<file path="src/hw/rtl/cgms_pkg.sv">
// ----------------------------------------------------------------------------
// cgms_pkg
// Shared constants, stream field layout and types of the genome motif scanner.
// ----------------------------------------------------------------------------
package cgms_pkg;

    // genome store
    localparam int MAX_LENGTH  = 4096;
    localparam int MIN_LENGTH  = 32;
    localparam int ADDR_W      = $clog2(MAX_LENGTH);
    localparam int LEN_W       = ADDR_W + 1;
    // remainder unit: quotient of a position by a length of at least MIN_LENGTH
    localparam int QUOT_W      = ADDR_W - $clog2(MIN_LENGTH);
    localparam int STEP_W      = (QUOT_W > 1) ? $clog2(QUOT_W) : 1;
    localparam int DIV_W       = LEN_W + QUOT_W;

    // motif geometry
    localparam int PROMOTER_SIZE = 22;
    localparam int TERM_STEM     = 4;
    localparam int TERM_SPAN     = 11;
    localparam int CODON_BITS    = 3;
    localparam int SD_SPACER     = 4;
    localparam int SD_CORE       = 6;
    localparam int CNT_W         = $clog2(PROMOTER_SIZE + 1);

    // register widths
    localparam int PROM_W  = 22;
    localparam int DIFF_W  = 5;
    localparam int SHINE_W = 13;
    localparam int STOPP_W = 3;
    localparam int CFG_W   = 22;
    localparam int CFG_IDX_W = 3;

    // register indexes
    localparam logic [CFG_IDX_W-1:0] CFG_LENGTH    = 3'd0;
    localparam logic [CFG_IDX_W-1:0] CFG_PROMOTER  = 3'd1;
    localparam logic [CFG_IDX_W-1:0] CFG_MAX_DIFF  = 3'd2;
    localparam logic [CFG_IDX_W-1:0] CFG_SHINE     = 3'd3;
    localparam logic [CFG_IDX_W-1:0] CFG_STOP      = 3'd4;

    // commands
    localparam int CMD_W = 2;
    localparam logic [CMD_W-1:0] CMD_WRITE = 2'd0;
    localparam logic [CMD_W-1:0] CMD_FLIP  = 2'd1;
    localparam logic [CMD_W-1:0] CMD_QUERY = 2'd2;

    // result field widths
    localparam int DIST_W  = 5;
    localparam int STEM_W  = 3;
    localparam int CODON_W = 3;

    // stream layout
    localparam int IN_TDATA_W  = 16;
    localparam int OUT_TDATA_W = 16;
    localparam int OUT_USED_W  = DIST_W + STEM_W + 2 + CODON_W;

    // memory request
    typedef struct packed {
        logic              re;
        logic              we;
        logic [ADDR_W-1:0] addr;
        logic              wdata;
    } t_mem_req;

    // remainder unit response
    typedef struct packed {
        logic              done;
        logic [ADDR_W-1:0] rem;
    } t_mod_rsp;

endpackage

</file>
<file path="src/hw/rtl/cgms_mod.sv">
// ----------------------------------------------------------------------------
// cgms_mod
// Restoring remainder unit: position modulo genome length, one quotient bit
// per cycle.
// ----------------------------------------------------------------------------
module cgms_mod (
    input  logic                   i_clk,
    input  logic                   i_rst_n,
    input  logic                   i_start,
    input  logic [cgms_pkg::ADDR_W-1:0] i_pos,
    input  logic [cgms_pkg::LEN_W-1:0]  i_len,
    output cgms_pkg::t_mod_rsp     o_rsp
);
    import cgms_pkg::*;

    logic              r_busy;
    logic [STEP_W-1:0] r_step;
    logic [ADDR_W-1:0] r_rem;
    logic [LEN_W-1:0]  r_len;
    logic [DIV_W-1:0]  w_sub;
    logic [DIV_W-1:0]  w_rem_ext;

    assign w_sub     = DIV_W'(r_len) << r_step;
    assign w_rem_ext = DIV_W'(r_rem);

    always_ff @(posedge i_clk) begin
        if (!i_rst_n) begin
            r_busy <= 1'b0;
        end else if (i_start) begin
            r_busy <= 1'b1;
        end else if (r_busy && r_step == '0) begin
            r_busy <= 1'b0;
        end
    end

    always_ff @(posedge i_clk) begin
        if (i_start) begin
            r_rem  <= i_pos;
            r_len  <= i_len;
            r_step <= STEP_W'(QUOT_W - 1);
        end else if (r_busy) begin
            if (w_rem_ext >= w_sub) begin
                r_rem <= ADDR_W'(w_rem_ext - w_sub);
            end
            r_step <= r_step - 1'b1;
        end
    end

    // done follows the last step; the remainder is valid in the same cycle as done
    logic r_done;
    always_ff @(posedge i_clk) begin
        if (!i_rst_n) begin
            r_done <= 1'b0;
        end else begin
            r_done <= r_busy && r_step == '0 && !i_start;
        end
    end

    assign o_rsp.done = r_done;
    assign o_rsp.rem  = r_rem;

endmodule

</file>
<file path="config.mk">
export PLATFORM = sky130hd
export DESIGN_NAME = cgms_mod
export DESIGN_NICKNAME = d
export VERILOG_FILES = /design/src/hw/rtl/cgms_pkg.sv /design/src/hw/rtl/cgms_mod.sv
export SDC_FILE = /design/constraint.sdc
export NUM_CORES = 1
export LEC_CHECK = 0
export ABC_CLOCK_PERIOD_IN_PS = 4980
export BUFFER_PORTS_ARGS = -buffer_cell sky130_fd_sc_hd__buf_2
export CORE_MARGIN = 3
export CORE_UTILIZATION = 59
export DETAILED_ROUTE_END_ITERATION = 12
export PLACE_DENSITY = 0.9
export SLEW_MARGIN = 5
export SYNTH_ARGS = -nofsm -noshare
export SYNTH_HDL_FRONTEND = slang
export SYNTH_SLANG_ARGS = --single-unit
</file>
<file path="constraint.sdc">
create_clock -name i_clk -period 4.98 [get_ports i_clk]
set_input_delay 1.494 -clock i_clk [delete_from_list [all_inputs] [get_ports i_clk]]
set_output_delay 1.494 -clock i_clk [all_outputs]
set_load 0.02 [all_outputs]
</file>
==> flow_summary.json <==
{
  "status": "finished clean",
  "yosys_register_bits": 30,
  "timing.critical_path.to": "r_rem[1]$_DFFE_PP_",
  "p_sw_frac": 0.378,
  "yosys_warnings": 0,
  "max_clock_freq_ghz": 0.257,
  "critical_path.reg2reg.startpoint": "r_step[1]$_SDFFE_PP1P_",
  "timing.setup.critical_path_class": "reg -> reg",
  "routed_wl_mm": 4.84,
  "synth-edff-count": 25,
  "max_slew.worst_pin.slew_ns": 1.03,
  "total_switching_power_uw": 403,
  "cts.repair_timing.setup_buffer_count": 0,
  "power.share.combinational": 0.428,
  "timing.critical_path.required_ns": 4.94,
  "power.static_leakage_uw": 0.00104,
  "final_hold_violation_count": 0,
  "cp-end-kind": "register",
  "synth_commonest_cells": "sky130_fd_sc_hd__edfxtp_1, sky130_fd_sc_hd__nand2_1, sky130_fd_sc_hd__a21oi_1, sky130_fd_sc_hd__o21ai_0",
  "worst-r2r-setup-slack_ns": 1.09,
  "r2r-end": "r_rem[1]$_DFFE_PP_",
  "die_footprint_um2": 4310,
  "die_height_um": 65.6,
  "syn_area_um2": 2100,
  "htreeDepth": 2,
  "cts_inserted_buffers": 5,
  "path_clk_slew_ns": 0.09,
  "yosysUniqueCellTypes": 52,
  "antenna_found_initial": 0,
  "rr_worst_depth": 9,
  "synthesis.nets": 267,
  "first_global_vias": 1782,
  "timing.setup.tns_ns": 0,
  "remaining_global_route_overflow": 0,
  "all_layer_gr_usage": 0.237,
  "top_level_ports": 41,
  "sequential_cell_fraction_of_total_power": 0.341,
  "drc_errors": 0,
  "initial_utilization": 0.619,
  "setup.worst_path.start": "r_step[1]$_SDFFE_PP1P_",
  "numClockSinks": 30,
  "power_per_cell_area_nw_per_um2": 443,
  "power_frac_clock": 0.231,
  "dr.first_iter.drc_count": 120,
  "grt_pass1_wl_mm": 7.77,
  "ctsLongestPathBuffers": 2,
  "max_cap_viol_count": 0,
  "worst-endpoint-arrival_ns": 3.86,
  "largest_net_degree_at_the_start_of_global_routing": 43,
  "detail_route.first_pass.iterations": 5,
  "fin_worst_skew_ns": 0.0231,
  "tritoncts": "built",
  "insertion_delay_ns": 0.35,
  "dominantRegCellSynth": "sky130_fd_sc_hd__edfxtp_1",
  "ant_nets": 0,
  "internal-power_uw": 663,
  "synth-seq-area-share": 0.405,
  "unrepaired_setup_endpoints_after_global_routing": "no",
  "holdCritPathClass": "reg -> reg",
  "floorplan.rows": 21,
  "cts-hold-fix-buffers": 0,
  "layout_worst_path_cycle_share": 0.782,
  "cts.root.buffer_cell": "sky130_fd_sc_hd__clkbuf_4",
  "synthDominantCellAreaShare": 0.358,
  "crit_path_max_fanout": 20,
  "finalSetupViolations": 0,
  "period_needed_ns": 3.89,
  "post_synth_inst_count": 224,
  "post_cts.resized_instances": 0,
  "gp_routability_congestion": 0.940,
  "port-buffer-count": 40,
  "dp_hpwl_mm": 3.58,
  "fp.coreArea_um2": 3390,
  "relSlewSlack": 0.315,
  "yosys-top-cells-area": "sky130_fd_sc_hd__edfxtp_1, sky130_fd_sc_hd__ha_1, sky130_fd_sc_hd__dfxtp_1, sky130_fd_sc_hd__mux2i_1, sky130_fd_sc_hd__nand2_1",
  "power.total_uw": 1070,
  "vdd.ir_drop.worst_v": 0.000236,
  "asyncSetResetFlopFracSynth": 0,
  "worstSetupStartpointType": "register",
  "nNetsFinal": 303,
  "vias_per_cell": 6.08,
  "library_cell_with_the_largest_summed_area_after_synthesis": "sky130_fd_sc_hd__edfxtp_1",
  "synth_area_per_cell_um2": 9.37,
  "antenna_cells": 0,
  "report.final.slew_viol_count": 0,
  "detailroute.via_count": 1868,
  "post_route_cells_drive_above_1_share": 0.195,
  "die_width_um": 65.6,
  "synthToLayoutAreaGrowth_pct": 14.6,
  "detail_route.wl_per_cell_um": 15.8
}
cells in the final DEF (no fill, tap or decap), types with 3 or more instances in the layout:
cell type,count
sky130_fd_sc_hd__buf_2,40
sky130_fd_sc_hd__nand2_1,25
sky130_fd_sc_hd__edfxtp_1,25
sky130_fd_sc_hd__a21oi_1,17
sky130_fd_sc_hd__o21ai_0,15
sky130_fd_sc_hd__nor2_1,14
sky130_fd_sc_hd__ha_1,14
sky130_fd_sc_hd__mux2i_1,10
sky130_fd_sc_hd__nor3_1,10
sky130_fd_sc_hd__inv_1,9
sky130_fd_sc_hd__nand3_1,6
sky130_fd_sc_hd__a211oi_1,5
sky130_fd_sc_hd__clkbuf_4,5
sky130_fd_sc_hd__dfxtp_1,5
sky130_fd_sc_hd__nor2b_1,4
sky130_fd_sc_hd__nand2b_1,4
sky130_fd_sc_hd__and2_1,3
sky130_fd_sc_hd__a21o_1,3
sky130_fd_sc_hd__xor2_1,3
sky130_fd_sc_hd__o21a_1,3
routing by layer:
metal	wire (um)	GRT usage
met5	0	0
met4	102	0.101
met3	318	0.0547
met2	2430	0.399
met1	2000	0.289
worst min path at each step:
stage / startpoint / endpoint / slack (ns) / cells past startpoint
floorplan: r_step[2]$_SDFFE_PP1P_ / r_done$_SDFF_PN0_ / 0.51 / 2
global placement: r_busy$_SDFFE_PN0P_ / r_done$_SDFF_PN0_ / 0.54 / 2
detailed placement: r_busy$_SDFFE_PN0P_ / r_done$_SDFF_PN0_ / 0.56 / 2
CTS: r_busy$_SDFFE_PN0P_ / r_done$_SDFF_PN0_ / 0.58 / 2
global route: r_busy$_SDFFE_PN0P_ / r_done$_SDFF_PN0_ / 0.61 / 2
finish: r_busy$_SDFFE_PN0P_ / r_done$_SDFF_PN0_ / 0.57 / 2
final cells by class:
cell class | instances | area (um2)
Multi-Input combinational cell | 174 | 1160
Timing Repair Buffer | 40 | 200
Sequential cell | 30 | 851
Fill cell | 259 | 985
Clock buffer | 5 | 37.5
Inverter | 9 | 33.8
Clock inverter | 3 | 63.8
Tap cell | 46 | 57.6
flip-flops by register name (all words and copies together), names as in the netlist:
| signal | count |
|---|---|
| r_done | 1 |
| r_rem | 12 |
| r_len | 13 |
| r_step | 3 |
| r_busy | 1 |
logic make-up after synthesis:
family	synth area share
AND/OR/NAND/NOR	0.181
AO/OA/AOI/OAI	0.202
flip-flops	0.405
buffers and inverters	0.0435
adder cells (fa/ha/maj)	0.0930
multiplexers	0.0584
XOR/XNOR	0.0167
critical path: stages, from the launching register on:
cell,delay (ns)
sky130_fd_sc_hd__dfxtp_1,0.83
sky130_fd_sc_hd__mux2_2,0.43
sky130_fd_sc_hd__o21ai_0,0.25
sky130_fd_sc_hd__nand2_1,0.10
sky130_fd_sc_hd__o21ai_0,0.16
sky130_fd_sc_hd__ha_1,0.31
sky130_fd_sc_hd__a21oi_1,0.15
sky130_fd_sc_hd__o21ai_0,0.29
sky130_fd_sc_hd__a41oi_1,0.10
sky130_fd_sc_hd__a211oi_2,0.89
power groups by stage:
| stage | combinational [uW] | clock, uW | sequential [uW] |
|---|---|---|---|
| 2_1_floorplan | 313 | 0 | 388 |
| 3_3_place_gp | 439 | 0 | 368 |
| 3_5_place_dp | 450 | 0 | 368 |
| 4_1_cts | 453 | 244 | 363 |
| 5_1_grt | 508 | 254 | 368 |
| 6_report | 456 | 246 | 363 |
metrics by stage:
stage	util	instance area, um2	setup WS [ns]	instances	hold slack [ns]
after floorplan	-	2100	1.53	224	0.513
after global placement	0.680	2300	1.29	299	0.539
after detailed placement	0.680	2300	1.25	299	0.564
after CTS	0.709	2400	1.18	307	0.582
after global routing	0.709	2400	0.894	307	0.612
final	0.709	2400	1.09	307	0.573
Power figures use the tool's default switching activity.
